$ cat config.mk
export PLATFORM = sky130hd
export DESIGN_NAME = midi_track_event_encoder
export DESIGN_NICKNAME = d
export VERILOG_FILES = /design/src/hdl/mte_pkg.sv /design/src/hdl/midi_track_event_encoder.sv /design/src/hdl/mte_front.sv /design/src/hdl/mte_queue.sv /design/src/hdl/mte_back.sv
export SDC_FILE = /design/constraint.sdc
export NUM_CORES = 1
export LEC_CHECK = 0
export ABC_AREA = 1
export BUFFER_PORTS_ARGS = -buffer_cell sky130_fd_sc_hd__buf_2
export CORE_UTILIZATION = 59
export DETAILED_ROUTE_END_ITERATION = 10
export HOLD_SLACK_MARGIN = 0.1
export PLACE_DENSITY = 0.79
export SETUP_SLACK_MARGIN = 0.15
export SLEW_MARGIN = 20
export SYNTH_ARGS = -nofsm -noshare
export SYNTH_HDL_FRONTEND = slang
export SYNTH_SLANG_ARGS = --single-unit
export TNS_END_PERCENT = 5
$ cat constraint.sdc
create_clock -name clock -period 9.89 [get_ports clock]
set_clock_uncertainty 0.05 [all_clocks]
set_input_delay 0.4945 -clock clock [delete_from_list [all_inputs] [get_ports clock]]
set_output_delay 0.4945 -clock clock [all_outputs]
set_load 0.01 [all_outputs]
$ cat src/hdl/mte_pkg.sv
// Shared types and constants of the MIDI track event encoder.
// Used by the front, queue, back and top-level modules; depends on nothing.
package mte_pkg;

   localparam int MTE_MAX_BYTES   = 14;
   localparam int MTE_VLQ_BYTES   = 4;
   localparam int MTE_BODY_BYTES  = 10;
   localparam int MTE_QUEUE_DEPTH = 2;
   localparam int MTE_REQ_DATA_W  = 160;

   typedef logic [7:0] byte_type;
   typedef logic [3:0] count_type;

   typedef enum logic [2:0] {
      OP_NOTE_ON     = 3'd0,
      OP_TEMPO       = 3'd1,
      OP_TIME_SIG    = 3'd2,
      OP_SYSEX       = 3'd3,
      OP_START_TRACK = 3'd4,
      OP_END_TRACK   = 3'd5
   } op_type;

   localparam byte_type STATUS_NOTE_ON = 8'h90;
   localparam byte_type META_EVENT     = 8'hFF;
   localparam byte_type META_TEMPO     = 8'h51;
   localparam byte_type META_TEMPO_LEN = 8'h03;
   localparam byte_type META_TIME_SIG  = 8'h58;
   localparam byte_type META_TSIG_LEN  = 8'h04;
   localparam byte_type META_END_TRACK = 8'h2F;
   localparam byte_type SYSEX_START    = 8'hF0;
   localparam byte_type SYSEX_LEN      = 8'h08;
   localparam byte_type SYSEX_ID_P     = 8'h50;
   localparam byte_type SYSEX_ID_S     = 8'h53;
   localparam byte_type SYSEX_END      = 8'hF7;
   localparam byte_type CHUNK_M        = 8'h4D;
   localparam byte_type CHUNK_T        = 8'h54;
   localparam byte_type CHUNK_R        = 8'h72;
   localparam byte_type CHUNK_K        = 8'h6B;
   localparam byte_type VLQ_MORE       = 8'h80;

   typedef struct packed {
      logic [2:0]  operation;
      logic [63:0] position;
      logic [3:0]  channel;
      logic [6:0]  note_key;
      logic [6:0]  velocity;
      logic [24:0] tempo_micros;
      logic [31:0] timesig_bytes;
      logic [7:0]  sysex_difficulty;
      logic [7:0]  sysex_kind;
      logic        sysex_on;
   } request_type;

   typedef struct packed {
      byte_type [MTE_MAX_BYTES-1:0] bytes;
      count_type                    count;
      logic                         error;
   } entry_type;

   typedef struct packed {
      logic full;
      logic empty;
   } queue_status_type;

endpackage

$ cat src/hdl/midi_track_event_encoder.sv
// Top level of the MIDI track event encoder: front end, event queue, back end.
// Depends on mte_pkg, mte_front, mte_queue and mte_back.
// The bytes of an accepted event pass through the event queue and then the
// registered output stage; output is one byte per cycle while rsp_tready is
// high, an event has 1 to 14 bytes, and the input stalls while the event queue is full.
// Reset clears the track state, the queue and the output stage at once.
module midi_track_event_encoder #(
   parameter int QUEUE_DEPTH = mte_pkg::MTE_QUEUE_DEPTH
) (
   input  logic                               clock,
   input  logic                               reset,
   input  logic                               req_tvalid,
   output logic                               req_tready,
   // position, channel, note_key, velocity, tempo_micros, timesig_bytes,
   // sysex_difficulty, sysex_kind, sysex_on, zero padding
   input  logic [mte_pkg::MTE_REQ_DATA_W-1:0] req_tdata,
   // operation
   input  logic [2:0]                         req_tuser,
   output logic                               rsp_tvalid,
   input  logic                               rsp_tready,
   // out_byte
   output logic [7:0]                         rsp_tdata,
   output logic                               rsp_tlast,
   // error
   output logic                               rsp_tuser
);
   import mte_pkg::*;

   request_type      req;
   entry_type        push_entry;
   entry_type        head;
   queue_status_type status;
   logic             push;
   logic             pop;

   assign req.operation        = req_tuser;
   assign req.position         = req_tdata[63:0];
   assign req.channel          = req_tdata[67:64];
   assign req.note_key         = req_tdata[74:68];
   assign req.velocity         = req_tdata[81:75];
   assign req.tempo_micros     = req_tdata[106:82];
   assign req.timesig_bytes    = req_tdata[138:107];
   assign req.sysex_difficulty = req_tdata[146:139];
   assign req.sysex_kind       = req_tdata[154:147];
   assign req.sysex_on         = req_tdata[155];

   mte_front u_front (
      .clock     (clock),
      .reset     (reset),
      .req_valid (req_tvalid),
      .req_ready (req_tready),
      .req       (req),
      .status    (status),
      .push      (push),
      .entry     (push_entry)
   );

   mte_queue #(
      .DEPTH (QUEUE_DEPTH)
   ) u_queue (
      .clock      (clock),
      .reset      (reset),
      .push       (push),
      .push_entry (push_entry),
      .pop        (pop),
      .head       (head),
      .status     (status)
   );

   mte_back u_back (
      .clock     (clock),
      .reset     (reset),
      .head      (head),
      .status    (status),
      .pop       (pop),
      .rsp_valid (rsp_tvalid),
      .rsp_ready (rsp_tready),
      .rsp_byte  (rsp_tdata),
      .rsp_last  (rsp_tlast),
      .rsp_error (rsp_tuser)
   );

endmodule

$ cat src/hdl/mte_front.sv
// Front end of the MIDI track event encoder: accepts events, computes the
// delta and running status, and builds the byte list of one event.
// Depends on mte_pkg.
module mte_front (
   input  logic                   clock,
   input  logic                   reset,
   input  logic                   req_valid,
   output logic                   req_ready,
   input  mte_pkg::request_type   req,
   input  mte_pkg::queue_status_type status,
   output logic                   push,
   output mte_pkg::entry_type     entry
);
   import mte_pkg::*;

   logic [31:0] last_position_ff, last_position_in;
   logic        last_note_on_ff, last_note_on_in;
   logic [3:0]  last_channel_ff, last_channel_in;

   logic [31:0] delta;
   logic        with_delta;
   logic        op_known;
   logic        fault;
   logic [2:0]  vlq_n;
   logic [2:0]  delta_n;
   logic [6:0]  grp [MTE_VLQ_BYTES];
   byte_type    vlq [MTE_VLQ_BYTES];
   byte_type    body [MTE_BODY_BYTES];
   count_type   body_n;
   logic [2:0]  gi_full;
   count_type   bi;
   logic        accept;

   assign req_ready = !status.full;
   assign accept    = req_valid && req_ready;
   assign delta     = req.position[31:0] - last_position_ff;

   always_comb begin
      op_known   = (req.operation <= OP_END_TRACK);
      with_delta = (req.operation <= OP_SYSEX);
      fault      = with_delta && ((delta[31:28] != 4'd0) ||
                   ((req.operation == OP_TEMPO) && req.tempo_micros[24]));
      priority if (delta[27:21] != 7'd0) begin
         vlq_n = 3'd4;
      end else if (delta[20:14] != 7'd0) begin
         vlq_n = 3'd3;
      end else if (delta[13:7] != 7'd0) begin
         vlq_n = 3'd2;
      end else begin
         vlq_n = 3'd1;
      end
      delta_n = with_delta ? vlq_n : 3'd0;
      gi_full = 3'd0;
      for (int j = 0; j < MTE_VLQ_BYTES; j++) begin
         grp[j] = delta[7*j +: 7];
      end
      for (int k = 0; k < MTE_VLQ_BYTES; k++) begin
         gi_full = vlq_n - 3'd1 - 3'(k);
         vlq[k]  = {(gi_full != 3'd0), grp[gi_full[1:0]]};
      end

      for (int b = 0; b < MTE_BODY_BYTES; b++) begin
         body[b] = 8'h00;
      end
      body_n          = 4'd0;
      last_position_in = last_position_ff;
      last_note_on_in  = last_note_on_ff;
      last_channel_in  = last_channel_ff;
      unique case (req.operation)
         OP_NOTE_ON: begin
            if (!last_note_on_ff || (last_channel_ff != req.channel)) begin
               body[0] = STATUS_NOTE_ON | {4'd0, req.channel};
               body[1] = {1'b0, req.note_key};
               body[2] = {1'b0, req.velocity};
               body_n  = 4'd3;
            end else begin
               body[0] = {1'b0, req.note_key};
               body[1] = {1'b0, req.velocity};
               body_n  = 4'd2;
            end
            last_note_on_in  = 1'b1;
            last_channel_in  = req.channel;
            last_position_in = req.position[31:0];
         end
         OP_TEMPO: begin
            body[0] = META_EVENT;
            body[1] = META_TEMPO;
            body[2] = META_TEMPO_LEN;
            body[3] = req.tempo_micros[23:16];
            body[4] = req.tempo_micros[15:8];
            body[5] = req.tempo_micros[7:0];
            body_n  = 4'd6;
            last_note_on_in  = 1'b0;
            last_position_in = req.position[31:0];
         end
         OP_TIME_SIG: begin
            body[0] = META_EVENT;
            body[1] = META_TIME_SIG;
            body[2] = META_TSIG_LEN;
            body[3] = req.timesig_bytes[31:24];
            body[4] = req.timesig_bytes[23:16];
            body[5] = req.timesig_bytes[15:8];
            body[6] = req.timesig_bytes[7:0];
            body_n  = 4'd7;
            last_note_on_in  = 1'b0;
            last_position_in = req.position[31:0];
         end
         OP_SYSEX: begin
            body[0] = SYSEX_START;
            body[1] = SYSEX_LEN;
            body[2] = SYSEX_ID_P;
            body[3] = SYSEX_ID_S;
            body[6] = req.sysex_difficulty;
            body[7] = req.sysex_kind;
            body[8] = {7'd0, req.sysex_on};
            body[9] = SYSEX_END;
            body_n  = 4'd10;
            last_note_on_in  = 1'b0;
            last_position_in = req.position[31:0];
         end
         OP_START_TRACK: begin
            body[0] = CHUNK_M;
            body[1] = CHUNK_T;
            body[2] = CHUNK_R;
            body[3] = CHUNK_K;
            body_n  = 4'd8;
            last_note_on_in  = 1'b0;
            last_channel_in  = 4'd0;
            last_position_in = 32'd0;
         end
         OP_END_TRACK: begin
            body[1] = META_EVENT;
            body[2] = META_END_TRACK;
            body_n  = 4'd4;
            last_note_on_in = 1'b0;
         end
         default: begin
            body_n = 4'd0;
         end
      endcase

      bi = 4'd0;
      for (int i = 0; i < MTE_MAX_BYTES; i++) begin
         bi = 4'(i) - {1'b0, delta_n};
         if (4'(i) < {1'b0, delta_n}) begin
            entry.bytes[i] = vlq[i % MTE_VLQ_BYTES];
         end else if (bi < 4'(MTE_BODY_BYTES)) begin
            entry.bytes[i] = body[bi];
         end else begin
            entry.bytes[i] = 8'h00;
         end
      end
      entry.count = body_n + {1'b0, delta_n};
      entry.error = 1'b0;
      if (fault) begin
         for (int i = 0; i < MTE_MAX_BYTES; i++) begin
            entry.bytes[i] = 8'h00;
         end
         entry.count      = 4'd1;
         entry.error      = 1'b1;
         last_position_in = last_position_ff;
         last_note_on_in  = last_note_on_ff;
         last_channel_in  = last_channel_ff;
      end
   end

   assign push = accept && op_known;

   always_ff @(posedge clock) begin
      if (reset) begin
         last_position_ff <= 32'd0;
         last_note_on_ff  <= 1'b0;
         last_channel_ff  <= 4'd0;
      end else if (push) begin
         last_position_ff <= last_position_in;
         last_note_on_ff  <= last_note_on_in;
         last_channel_ff  <= last_channel_in;
      end
   end

endmodule

$ cat src/hdl/mte_queue.sv
// Short queue of encoded events between the front and back ends.
// Depends on mte_pkg for the entry and status types.
module mte_queue #(
   parameter int DEPTH = mte_pkg::MTE_QUEUE_DEPTH
) (
   input  logic                      clock,
   input  logic                      reset,
   input  logic                      push,
   input  mte_pkg::entry_type        push_entry,
   input  logic                      pop,
   output mte_pkg::entry_type        head,
   output mte_pkg::queue_status_type status
);
   import mte_pkg::*;

   localparam int PtrW   = (DEPTH > 1) ? $clog2(DEPTH) : 1;
   localparam int CountW = $clog2(DEPTH + 1);

   entry_type         slots_ff [DEPTH];
   logic [PtrW-1:0]   wr_ptr_ff, wr_ptr_in;
   logic [PtrW-1:0]   rd_ptr_ff, rd_ptr_in;
   logic [CountW-1:0] count_ff, count_in;
   logic              do_push;
   logic              do_pop;

   assign status.full  = (count_ff == CountW'(DEPTH));
   assign status.empty = (count_ff == '0);
   assign do_push      = push && !status.full;
   assign do_pop       = pop && !status.empty;
   assign head         = slots_ff[rd_ptr_ff];

   always_comb begin
      wr_ptr_in = wr_ptr_ff;
      rd_ptr_in = rd_ptr_ff;
      count_in  = count_ff;
      if (do_push) begin
         wr_ptr_in = (wr_ptr_ff == PtrW'(DEPTH - 1)) ? '0 : wr_ptr_ff + 1'b1;
      end
      if (do_pop) begin
         rd_ptr_in = (rd_ptr_ff == PtrW'(DEPTH - 1)) ? '0 : rd_ptr_ff + 1'b1;
      end
      if (do_push && !do_pop) begin
         count_in = count_ff + 1'b1;
      end else if (do_pop && !do_push) begin
         count_in = count_ff - 1'b1;
      end
   end

   always_ff @(posedge clock) begin
      if (reset) begin
         wr_ptr_ff <= '0;
         rd_ptr_ff <= '0;
         count_ff  <= '0;
      end else begin
         wr_ptr_ff <= wr_ptr_in;
         rd_ptr_ff <= rd_ptr_in;
         count_ff  <= count_in;
      end
   end

   always_ff @(posedge clock) begin
      if (do_push) begin
         slots_ff[wr_ptr_ff] <= push_entry;
      end
   end

endmodule

$ cat src/hdl/mte_back.sv
// Back end of the MIDI track event encoder (needs mte_pkg): sends the bytes
// of the queued event one per unstalled cycle via a registered output stage.
module mte_back (
   input  logic                      clock,
   input  logic                      reset,
   input  mte_pkg::entry_type        head,
   input  mte_pkg::queue_status_type status,
   output logic                      pop,
   output logic                      rsp_valid,
   input  logic                      rsp_ready,
   output mte_pkg::byte_type         rsp_byte,
   output logic                      rsp_last,
   output logic                      rsp_error
);
   import mte_pkg::*;

   count_type idx_ff, idx_in;
   logic      valid_ff, valid_in;
   byte_type  byte_ff;
   logic      last_ff;
   logic      error_ff;
   logic      advance;
   logic      load;
   logic      at_end;

   assign advance = !valid_ff || rsp_ready;
   assign load    = advance && !status.empty;
   assign at_end  = (idx_ff == head.count - 4'd1);
   assign pop     = load && at_end;

   always_comb begin
      idx_in   = idx_ff;
      valid_in = valid_ff;
      if (load) begin
         idx_in   = at_end ? 4'd0 : idx_ff + 4'd1;
         valid_in = 1'b1;
      end else if (advance) begin
         valid_in = 1'b0;
      end
   end

   always_ff @(posedge clock) begin
      if (reset) begin
         idx_ff   <= 4'd0;
         valid_ff <= 1'b0;
      end else begin
         idx_ff   <= idx_in;
         valid_ff <= valid_in;
      end
   end

   always_ff @(posedge clock) begin
      if (load) begin
         byte_ff  <= head.bytes[idx_ff];
         last_ff  <= at_end;
         error_ff <= head.error;
      end
   end

   assign rsp_valid = valid_ff;
   assign rsp_byte  = byte_ff;
   assign rsp_last  = last_ff;
   assign rsp_error = error_ff;

   a_error_single: assert property (@(posedge clock) disable iff (reset)
      (valid_ff && error_ff) |-> (last_ff && (byte_ff == 8'h00)))
      else $error("error item is not a single zero byte");

   a_index_bound: assert property (@(posedge clock) disable iff (reset)
      !status.empty |-> (idx_ff < head.count))
      else $error("byte index beyond event length");

   a_error_first: assert property (@(posedge clock) disable iff (reset)
      (!status.empty && (idx_ff != 4'd0)) |-> !head.error)
      else $error("error event has more than one byte");

endmodule
After elaboration in Yosys (flattened, before gate mapping)
Memory sizes are Yosys's and may differ from the RTL's. A register that Yosys moved wholly into a read port is not among the register bits.
Index checks and enable logic that the tools add are counted.
{"block": "word_totals", "regBits": 56, "output_inout_bits": 12, "ram_bits": 234, "in_bits": 167, "memories": 1}
{"name": "u_queue.slots_ff", "depth": 2, "word_bits": 117, "read_ports": 1, "rd_clocked_by_memory_dff": 1, "write_ports": 1, "line": "mte_queue.sv:19", "source": "entry_type slots_ff [DEPTH];"}
{"block": "op_classes", "bitwise_logic": 19, "eq_ne": 8, "n_mux": 112, "magnitude_cmp": 48, "n_addsub": 26, "n_reduce_logical": 40}
{"operator": "$bmux W8 S4", "n": 15}
{"operator": "$mux W8", "n": 56}
{"operator": "$mux W117", "n": 1}
{"operator": "$pmux W16 S6", "n": 1}
{"operator": "$ge A5 B5 Y1 const B", "n": 14}
{"operator": "$not A4 Y5", "n": 14}
{"operator": "$pmux W32 S2", "n": 1}
{"operator": "$pmux W8 S4", "n": 2}
{"operator": "$mux W7", "n": 9}
{"operator": "$bmux W7 S2", "n": 4}
{"operator": "$lt A4 B4 Y1 const B", "n": 14}
{"operator": "$pmux W16 S2", "n": 1}
{"operator": "$sub A32 B32 Y32", "n": 1}
{"operator": "$lt A4 B3 Y1 const A", "n": 6}
{"operator": "$mux W24", "n": 1}
{"operator": "$pmux W4 S6", "n": 1}
{"operator": "$sub A4 B3 Y4 const A", "n": 6}
{"operator": "$reduce_bool A7 Y1", "n": 3}
{"operator": "$mux W16", "n": 1}
{"operator": "$pmux W8 S2", "n": 1}
{"operator": "$sub A3 B3 Y4 const A", "n": 4}
{"operator": "$ge A3 B3 Y1 const B", "n": 4}
{"operator": "$not A2 Y3", "n": 4}
{"operator": "$reduce_bool A3 Y1", "n": 4}
{"operator": "40 further kinds", "n": 85}

Longest topological paths before layout
Gate-level depths: netlist (run 1).
{"block": "depth", "ltp_word": 14, "depth_mapped": 30}

By module
Synthesis (run 1) repeated with hierarchy kept, for this count alone.
{"block": "hier_totals", "cells_unflattened": 2540, "area_unflattened_um2": 19738.9}
{"module": "mte_front", "cells_each": 1799, "area_per_inst_um2": 9014.9, "instances": 1}
{"module": "mte_queue", "cells_each": 401, "area_per_inst_um2": 8795.9, "instances": 1}
{"module": "mte_back", "cells_each": 340, "area_per_inst_um2": 1928.1, "instances": 1}

Worst setup path after synthesis (run 1)
No wires, ideal clock.
{"block": "synth_timing", "path_type": "in2reg", "from": "in req_tuser[2]", "to": "mem u_queue.slots_ff[1][0] (netlist name), enable pin", "path_stages": 5, "path_slack_ps": 2820, "t_arrival_ps": 6424, "t_required_ps": 9244, "path_cell_list": "clkbuf_1 -> buf_1 -> a21oi_1 -> inv_1 -> nor2_1"}
{"block": "synth_between", "elab_chain_len": 5}
{"element": "from (decl)", "line": "midi_track_event_encoder.sv:18", "source": "input logic [2:0] req_tuser,"}
{"element": "$le A3 B3 Y1", "line": "mte_front.sv:39", "source": "op_known = (req.operation <= OP_END_TRACK);"}
{"element": "$logic_and A1 B1 Y1", "line": "mte_front.sv:167", "source": "assign push = accept && op_known;"}
{"element": "$logic_and A1 B1 Y1", "line": "mte_queue.sv:28", "source": "assign do_push = push && !status.full;"}
{"element": "net u_queue.do_push", "line": "mte_queue.sv:23", "source": "logic do_push;"}
{"element": "$mux W1", "line": "mte_queue.sv:62", "source": "if (do_push) begin"}
{"element": "$mux W1 (implied by the code)", "line": "mte_queue.sv:63", "source": "slots_ff[wr_ptr_ff] <= push_entry;"}
{"element": "to (decl)", "line": "mte_queue.sv:19"}
The timed path passes the listed nets, and every way through them passes these cells.

==> impl_metrics.toml, run 1 <==
[clock_tree]
clock-sinks = 291
post-cts-setup-buffers = 0
cts_buffers = 29
root_buffer = "clkbuf_16"
hold_buffers = 0
ctsResizeCount = 0
htree_levels = 1
clk_pin_slew_ns = 0.07
clock_path_buffers = 3
clk_latency_ns = 0.57
cts_tree = "done"

[final_layout]
drive_above_1_share_pct = 11.4
area_growth_pct = 9.58
nFillCells = 2716
n_antenna_cell = 0
nets = 2776
postLayoutCellArea_mm2 = 0.0207

[setup_path]
slowest_stage = "ha_1"
start_kind = "register"
arrival_ns = 6.48
path_cells = "ha_1, fa_1, inv_1, nand2_1, nand2_1, nand3_1, nand2_2, nand2_1, nand2_1, nand2_1, nand2_1, nand3_1, nor2_1, nand3_2, nand2_4, nor2_8, ha_1, inv_1, nand2_1, nand2_1, o21ai_1, nand2_1, a21oi_1"
crit-reg2reg-launch = "u_front.last_position_ff[0]$_SDFFE_PP0P_"
critPathMaxFanout = 44
crit_type = "reg -> reg"
path_buf_inv = 2
cp_data_required_time_ns = 10.16
cp-startpoint = "u_front.last_position_ff[0]$_SDFFE_PP0P_"
cp-end-kind = "register"
cpLargestDelayFamily = "simple AND/OR/NAND/NOR gates"
path_common_cell = "nand2_1"
critical_path.max_stage_delay_ns = 0.82

[drt]
drt_iter0_markers = 1995
drt_first_pass_iters = 7
drcViolationCount = 0
wirelength_um = 60000
num_vias = 17900
vias_per_cell = 6.01
ant_nets = 0
wl_per_cell_um = 20.1

[global_route]
track_usage_pct = 36.6
grt_max_degree = 98
grt_pass1_vias = 16600
grt_pass1_wl_um = 92600
grt_antenna_before_repair = 1
gr-total-overflow = 0

[synthesis]
yosys.area.top_type = "edfxtp_1"
synth_edf_count = 244
ys_types = 58
yosysSeqAreaShare_pct = 43.8
synth_flop_cell = "edfxtp_1"
yosys_warnings = 0
syn-cell-area_mm2 = 0.0189
ys_ff_latch = 291
synth_top_area_share_pct = 38.8
ys_async_sr_fraction_pct = 0
avgSynthCellArea_um2 = 7.59
synth_top_cells_by_area = "edfxtp_1 39%, nand2_1 13%, nor2_1 5.5%"
yosysMostFrequentCell = "nand2_1"
ys_top_cells_by_count = "655 x nand2_1, 276 x nor2_1, 253 x inv_1"
syn-instance-count = 2487

[timing]
fmax_ghz = 0.161
min_period_ns = 6.22
final_max_slew_viol_count = 0
setup_violations = 0
worst_pin_slew_ns = 0.980
rsz0062_at_grt = "false"
tns_ns = 0
fin_hold_ws_ns = 0.127
maxSlewHeadroom_pct = 34.7
finalWorstSetupSlack_ns = 3.67
period_share_pct = 62.9
hold_viol_final = 0

[power]
p_int_uw = 2420
p_per_area_mw_per_mm2 = 178
p_leak_uw = 0.00903
p_switching_uw = 1260
worst_ir_drop_vdd_mv = 0.140
p_seq_share_pct = 41.1
clock_power_share_pct = 29.8
comb_power_share_pct = 29.1
p_sw_share_pct = 34.1

[place]
place_hpwl_um = 44300
placement.io_buffers = 142
place_congestion = 0.995
pre_cts_slack_ns = 3.57
dpl_cell_area_mm2 = 0.0197

[die]
die-area_mm2 = 0.0327
start_util_pct = 59.9
die_x_um = 181
rows = 65
die_h_um = 181
ios = 179
core_mm2 = 0.0315

[hold_path]
hold_start = "req_tdata[6]"
min_path_type = "in -> reg"

[job]
maxCapViolCount = 0

[run_status]
outcome = "finished clean"
-- final timing paths --
kind / end / slack [ns] / cells after the start
max: u_queue.slots_ff[0][41]$_DFFE_PP_ / 3.67 / 23
min: u_front.last_position_ff[6]$_SDFFE_PP0P_ / 0.13 / 3
max reg2reg: u_queue.slots_ff[0][41]$_DFFE_PP_ / 3.67 / 23
min reg2reg: u_front.last_note_on_ff$_SDFFE_PP0P_ / 0.45 / 2
-- routing by layer --
layer / wire length [um] / vias up / global-route usage (%)
met2: 27600 / 946 / 59.8
met4: 2220 / 2 / 13.5
met5: 13 / - / 0
li1: - / 8525 / -
met3: 5900 / 139 / 4.74
met1: 24300 / 8315 / 50.0
-- tightest hold or removal path, stage by stage --
cell     delay [ns]
buf_2          0.09
a21oi_1        0.05
nor2_1         0.07
-- power by group through the flow --
stage	sequential, uW	clock (uW)	combinational [uW]
after global routing	1520	1150	1170
final	1510	1100	1070
after CTS	1510	1100	1050
after detailed placement	1540	0	1040
after floorplan	1550	0	683
after global placement	1530	0	1010
-- flip-flops by register name, indices dropped and copies added (netlist names), named ones only --
| register | count |
|---|---|
| u_back.idx_ff | 4 |
| u_front.last_note_on_ff | 1 |
| u_queue.slots_ff | 234 |
| u_back.rsp_valid | 1 |
| u_queue.count_ff | 2 |
| u_back.rsp_last | 1 |
| u_queue.rd_ptr_ff | 1 |
| u_queue.wr_ptr_ff | 1 |
| u_front.last_channel_ff | 4 |
| u_back.rsp_byte | 8 |
| u_front.last_position_ff | 32 |
| u_back.rsp_error | 1 |
-- through the flow --
step	utilization (%)	power, uW	cells
finish	65.7	3680	2982
global route	65.7	3840	2982
CTS	65.6	3660	2981
detailed placement	62.6	2580	2927
global placement	62.6	2550	2927
floorplan	-	2240	2490
-- cell families after synthesis --
| group | count (synthesis) | synth area share, % |
|---|---|---|
| xor gates and xnor gates | 22 | 1.02 |
| buffers and inverters | 405 | 8.62 |
| other | 1 | 0.0199 |
| DFF | 291 | 43.8 |
| AOI/OAI and AO/OA | 541 | 16.6 |
| muxes | 4 | 0.212 |
| and+or+nand+nor | 1171 | 26.2 |
| adders and majority gates | 52 | 3.53 |
-- final cells by class --
cell class / instances / area (um^2) / share of cell area [%]
clock buffer: 41 / 811 / 3.92
inverter: 278 / 1050 / 5.07
timing repair buffer: 163 / 876 / 4.24
multi-input combinational: 1794 / 9020 / 43.6
sequential: 291 / 8270 / 40.0
clock inverter: 13 / 143 / 0.690
tap: 402 / 503 / 2.43
-- cells in the final DEF, fill, tap and decap left out, drive strengths merged, types with 3 or more instances in the layout --
master / synthesis / layout
a211oi: 6 / 6
a21oi: 118 / 118
a221oi: 6 / 6
a22o: 19 / 19
a22oi: 7 / 7
a31oi: 9 / 9
a32o: 6 / 6
and2: 3 / 3
buf: 45 / 163
clkbuf: 82 / 41
clkinv: 8 / 14
conb: 1 / 4
dfxtp: 47 / 47
edfxtp: 244 / 244
ha: 50 / 50
inv: 270 / 273
mux2i: 4 / 4
nand2: 675 / 675
nand3: 121 / 121
nand3b: 4 / 4
nand4: 46 / 46
nor2: 294 / 294
nor3: 17 / 17
nor4: 7 / 7
o211ai: 14 / 14
o21a: 4 / 4
o21ai: 288 / 288
o221ai: 25 / 25
o22ai: 33 / 33
or2: 4 / 4
xnor2: 7 / 7
xor2: 15 / 15
Power figures use the tool's default switching activity.
==> run 2: changes to the inputs <==
==> constraint.sdc (replaced) <==
create_clock -name clock -period 6.4 [get_ports clock]
set_clock_uncertainty 0.05 [all_clocks]
set_input_delay 0.32 -clock clock [delete_from_list [all_inputs] [get_ports clock]]
set_output_delay 0.32 -clock clock [all_outputs]
set_load 0.01 [all_outputs]
==> run 2 against run 1 <==
Via count increased by 0.44%. Largest cell class unchanged. Critical endpoint is now u_queue.slots_ff[1][41]$_DFFE_PP_. Combinational power increased by 57%. First-iteration DRC count decreased by 4.4%. Final cell count increased by 1.7%.
==> impl_metrics.toml, run 2 (synthesis results as in run 1) <==
[timing]
rsz0062_at_grt = "false"
setup_violations = 0
fin_hold_ws_ns = 0.226
worst_pin_slew_ns = 1.05
period_share_pct = 85.8
hold_viol_final = 0
tns_ns = 0
fmax_ghz = 0.182
maxSlewHeadroom_pct = 29.1
final_max_slew_viol_count = 0
min_period_ns = 5.49

[hold_path]
hold_start = "req_tvalid"
min_path_type = "in -> reg"
hold_path_depth = 5
hold_end = "u_front.last_channel_ff[3]$_SDFFE_PP0P_"

[drt]
wirelength_um = 61000
vias_per_cell = 5.94
ant_nets = 0
drt_first_pass_iters = 8
drcViolationCount = 0
num_vias = 18000
drt_iter0_markers = 1907
wl_per_cell_um = 20.1

[final_layout]
area_growth_pct = 12.1
drive_above_1_share_pct = 11.4
largest_reg_flops = 234
final_common_cell = "nand2_1"
top_register = "u_queue.slots_ff"
nets = 2826
n_antenna_cell = 0
most-common-layout-cells = "655 x nand2_1, 274 x nor2_1, 252 x inv_1, 244 x edfxtp_1, 206 x o21ai_0"
postLayoutCellArea_mm2 = 0.0211

[setup_path]
cp_data_required_time_ns = 6.63
crit_type = "in -> reg"
r2r_cells = 23
cp-end-kind = "register"
cp-startpoint = "req_tdata[0]"
regToRegEndpoint = "u_queue.slots_ff[1][41]$_DFFE_PP_"
arrival_ns = 5.72
critPathMaxFanout = 29
start_kind = "primary input"
crit-reg2reg-launch = "u_front.last_position_ff[8]$_SDFFE_PP0P_"
r2r_setup_slack_ns = 1.00

[power]
finalPower_uw = 5670
worst_ir_drop_vdd_mv = 0.209
p_leak_uw = 0.00923
p_per_area_mw_per_mm2 = 268

[die]
die_x_um = 181
rows = 65
die_h_um = 181
core_mm2 = 0.0315
ios = 179
start_util_pct = 59.9
die-area_mm2 = 0.0327

[global_route]
track_usage_pct = 36.9
grt_antenna_before_repair = 0
grt_pass1_wl_um = 92900
gr-total-overflow = 0
grt_max_degree = 118
grt_pass1_vias = 16600

[job]
maxCapViolCount = 0

[clock_tree]
hold_buffers = 39
post-cts-setup-buffers = 0
clk_pin_slew_ns = 0.06
root_buffer = "clkbuf_16"
htree_levels = 1
ctsResizeCount = 0
clock_path_buffers = 3
clk_latency_ns = 0.57
cts_buffers = 30
clock-sinks = 291
cts_tree = "done"

[place]
place_congestion = 0.983
dpl_cell_area_mm2 = 0.0198
place_hpwl_um = 44800
placement.io_buffers = 142

[run_status]
outcome = "finished clean"
run 2: changes by cell type in the layout (fill, tap and decap cells not counted), sizes merged:
cell         change
bufinv           -2
clkinv           -1
buf             +10
clkbuf           +5
dlygate4sd3     +39
run 2: worst max-delay path by stage:
stage	end	slack (ns)	cells after the start
3_5_place_dp	u_queue.slots_ff[1][41]$_DFFE_PP_	1.01	24
6_report	u_queue.slots_ff[1][41]$_DFFE_PP_	0.91	25
4_1_cts	u_queue.slots_ff[1][41]$_DFFE_PP_	1.04	25
3_3_place_gp	u_queue.slots_ff[0][41]$_DFFE_PP_	1.06	24
5_1_grt	u_queue.slots_ff[0][41]$_DFFE_PP_	0.62	25
2_1_floorplan	u_queue.slots_ff[0][0]$_DFFE_PP_	-0.48	5
run 2: power breakdown:
group	switching (uW)	internal (uW)	total, uW	leakage (uW)
Clock	715	940	1650	0.000447
Combinational	1170	509	1680	0.00611
Sequential	54.9	2290	2340	0.00268
run 2: per-stage QoR:
| stage | utilization [%] | instances | setup WS [ns] |
|---|---|---|---|
| floorplan | - | 2490 | -0.484 |
| global placement | 62.9 | 2936 | 1.06 |
| detailed placement | 62.9 | 2936 | 1.01 |
| CTS | 67.1 | 3031 | 1.04 |
| global route | 67.2 | 3033 | 0.624 |
| finish | 67.2 | 3033 | 0.907 |
run 2: area by class of cell:
| cell class | count | area (um^2) |
|---|---|---|
| Clock buffer | 46 | 873 |
| Clock inverter | 10 | 61.3 |
| Fill cell | 2653 | 10300 |
| Inverter | 278 | 1050 |
| Multi-Input combinational cell | 1794 | 9020 |
| Sequential cell | 291 | 8270 |
| Tap cell | 402 | 503 |
| Timing Repair Buffer | 212 | 1370 |
run 2: layer usage:
metal  GRT usage [%]  wire length [um]  part of all wire (%)
met5               0                 0                     0
met4            14.6              2380                   3.9
met3            6.35              6000                   9.8
met2            60.9             28300                    46
met1            48.3             24400                    40
run 2: critical path: stages:
cell and delay [ns]:
dlygate4sd3_1 0.52, buf_2 0.11, inv_1 0.04, ha_1 0.21
fa_1 0.43, inv_1 0.11, nand2_1 0.06, nand2_1 0.07
nand3_1 0.10, nand2_2 0.13, nand2_1 0.09, nand4_2 0.10
nand2_1 0.07, nor2_2 0.11, nand2_2 0.07, nor2_4 0.47
nand2_4 0.18, nor2_8 0.37, ha_1 0.65, inv_1 0.46
nand2_1 0.17, nand2_1 0.17, o21ai_1 0.16, nand2_1 0.07
a21oi_1 0.46
==> run 3: changes to the inputs <==
--- a/config.mk
+++ b/config.mk
@@ -11,6 +11,7 @@
 export DETAILED_ROUTE_END_ITERATION = 10
 export HOLD_SLACK_MARGIN = 0.1
 export PLACE_DENSITY = 0.79
+export RECOVER_POWER = 100
 export SETUP_SLACK_MARGIN = 0.15
 export SLEW_MARGIN = 20
 export SYNTH_ARGS = -nofsm -noshare
==> run 3 against run 2 <==
The run now ends with max-capacitance violations, max-slew violations left. Combinational power is essentially flat. Maximum frequency down 3.7%. Non-clock buffer count unchanged. Die area is the same. Via count down 0.16%. Critical path type unchanged.
==> impl_metrics.toml, run 3 (synthesis results as in run 1) <==
[timing]
worst_pin_slew_ns = 3.11
rsz0062_at_grt = "false"
period_share_pct = 89.1
hold_viol_final = 0
setup_violations = 0
maxSlewHeadroom_pct = -107
fmax_ghz = 0.175
min_period_ns = 5.70
fin_hold_ws_ns = 0.223
final_max_slew_viol_count = 262

[die]
ios = 179
die_x_um = 181
start_util_pct = 59.9
core_mm2 = 0.0315
rows = 65
die-area_mm2 = 0.0327
die_h_um = 181

[drt]
drt_first_pass_iters = 6
wl_met3_um = 5940
maxUsedRoutingLayer = "met4"
drt_iter0_markers = 1813
num_vias = 18000
ant_nets = 0
wl_per_cell_um = 20.0
met1_length_um = 24200
drcViolationCount = 0
wl_met2_um = 28100
vias_per_cell = 5.93
wirelength_um = 60800

[clock_tree]
htree_levels = 1
clock_path_buffers = 3
cts_buffers = 30
root_buffer = "clkbuf_16"
ctsResizeCount = 0
clock-sinks = 291
cts_tree = "done"
clk_latency_ns = 0.56
clk_pin_slew_ns = 0.06
hold_buffers = 39
post-cts-setup-buffers = 0

[final_layout]
n_antenna_cell = 0
most-common-layout-cells = "659 x nand2_1, 275 x nor2_1, 255 x inv_1, 244 x edfxtp_1, 235 x o21ai_0"
nFillCells = 2685
layout.cells.non_filler = 3033
postLayoutCellArea_mm2 = 0.0210
nets = 2826
final_common_cell = "nand2_1"
largest_reg_flops = 234
top_register = "u_queue.slots_ff"
drive_above_1_share_pct = 9.88
area_growth_pct = 11.3

[setup_path]
cp_data_required_time_ns = 6.79
critPathMaxFanout = 64
cpLargestDelayFamily = "buffers and inverters"
start_kind = "primary input"
cp_num_cells = 21
arrival_ns = 6.10
path_buf_inv = 5
crit_type = "in -> reg"
slowest_stage = "clkbuf_1"
cp-end-kind = "register"
r2r_cells = 17
path_cells = "dlygate4sd3_1, buf_2, ha_1, nand2_2, inv_1, nand2_1, nand2_1, nand2_1, nand2_1, a21oi_1, nand2_1, a31oi_1, xor2_1, nor2_1, nand4_1, nand2_1, clkbuf_1, o211ai_4, clkbuf_2, a21oi_1, nor2_1"
path_common_cell = "nand2_1"
critical_path.max_stage_delay_ns = 1.09

[global_route]
gr-total-overflow = 0
track_usage_pct = 36.9
grt_pass1_wl_um = 92900
grt_antenna_before_repair = 0
grt_max_degree = 118
grt_pass1_vias = 16600

[place]
place_inst = 2936
placement.io_buffers = 142
dpl_cell_area_mm2 = 0.0198
place_hpwl_um = 44800
place_congestion = 0.983

[hold_path]
hold_path_depth = 5
min_path_type = "in -> reg"

[power]
p_per_area_mw_per_mm2 = 269
p_leak_uw = 0.00914
worst_ir_drop_vdd_mv = 0.209

[run_status]
outcome = "finished, violations left"
failed_checks = "max-capacitance violations, max-slew violations"

[job]
maxCapViolCount = 5
==> run 3: metal layers <==
| metal | global-route usage [%] | vias up |
|---|---|---|
| met5 | 0 | - |
| met4 | 14.6 | 0 |
| met3 | 6.35 | 145 |
| met2 | 60.9 | 874 |
| met1 | 48.3 | 8356 |
| li1 | - | 8602 |
==> run 3: final timing paths <==
path                                                  start                                         to  slack [ns]
setup reg to reg  u_front.last_position_ff[26]$_SDFFE_PP0P_  u_front.last_position_ff[21]$_SDFFE_PP0P_        0.79
hold / removal                                   req_tvalid    u_front.last_channel_ff[2]$_SDFFE_PP0P_        0.22
hold reg to reg        u_front.last_note_on_ff$_SDFFE_PP0P_       u_front.last_note_on_ff$_SDFFE_PP0P_        0.44
setup / recovery                              req_tdata[12]  u_front.last_position_ff[21]$_SDFFE_PP0P_        0.70
==> run 3: per-stage QoR <==
stage | TNS, ns | total power (uW) | setup WS (ns) | utilization, %
final | 0 | 5660 | 0.696 | 66.7
after detailed placement | 0 | 3990 | 1.01 | 62.9
after global routing | 0 | 5920 | 0.356 | 66.7
after global placement | 0 | 3950 | 1.06 | 62.9
after CTS | 0 | 5650 | 1.04 | 67.1
after floorplan | -56.63 | 3450 | -0.484 | -
==> run 3: final cells by class <==
cell class / count / area [um^2] / area share (%)
Clock buffer: 46 / 873 / 4.16
Clock inverter: 10 / 61.3 / 0.292
Inverter: 278 / 1050 / 4.99
Multi-Input combinational cell: 1794 / 8970 / 42.7
Sequential cell: 291 / 8270 / 39.4
Tap cell: 402 / 503 / 2.39
Timing Repair Buffer: 212 / 1280 / 6.09
==> run 3: where the power goes <==
group / leakage [uW] / switching [uW] / internal (uW)
clock network: 0.000447 / 717 / 940
logic: 0.00602 / 1160 / 492
registers: 0.00268 / 55.2 / 2300
==> run 3: worst reg2reg max path, cell delays in order, from the launching register on <==
cell and delay [ns]:
dfxtp_1 0.32, inv_1 0.06, ha_1 0.34, inv_1 0.10, nor4_1 0.55, inv_1 0.13
nor3_1 0.19, nor2_1 0.06, nand2_1 0.12, xor2_1 0.08, inv_1 0.06, nand4_1 0.27
nand2_1 0.68, clkbuf_1 1.10, o211ai_4 0.13, clkbuf_2 0.72, a21oi_1 0.48, nor2_1 0.07
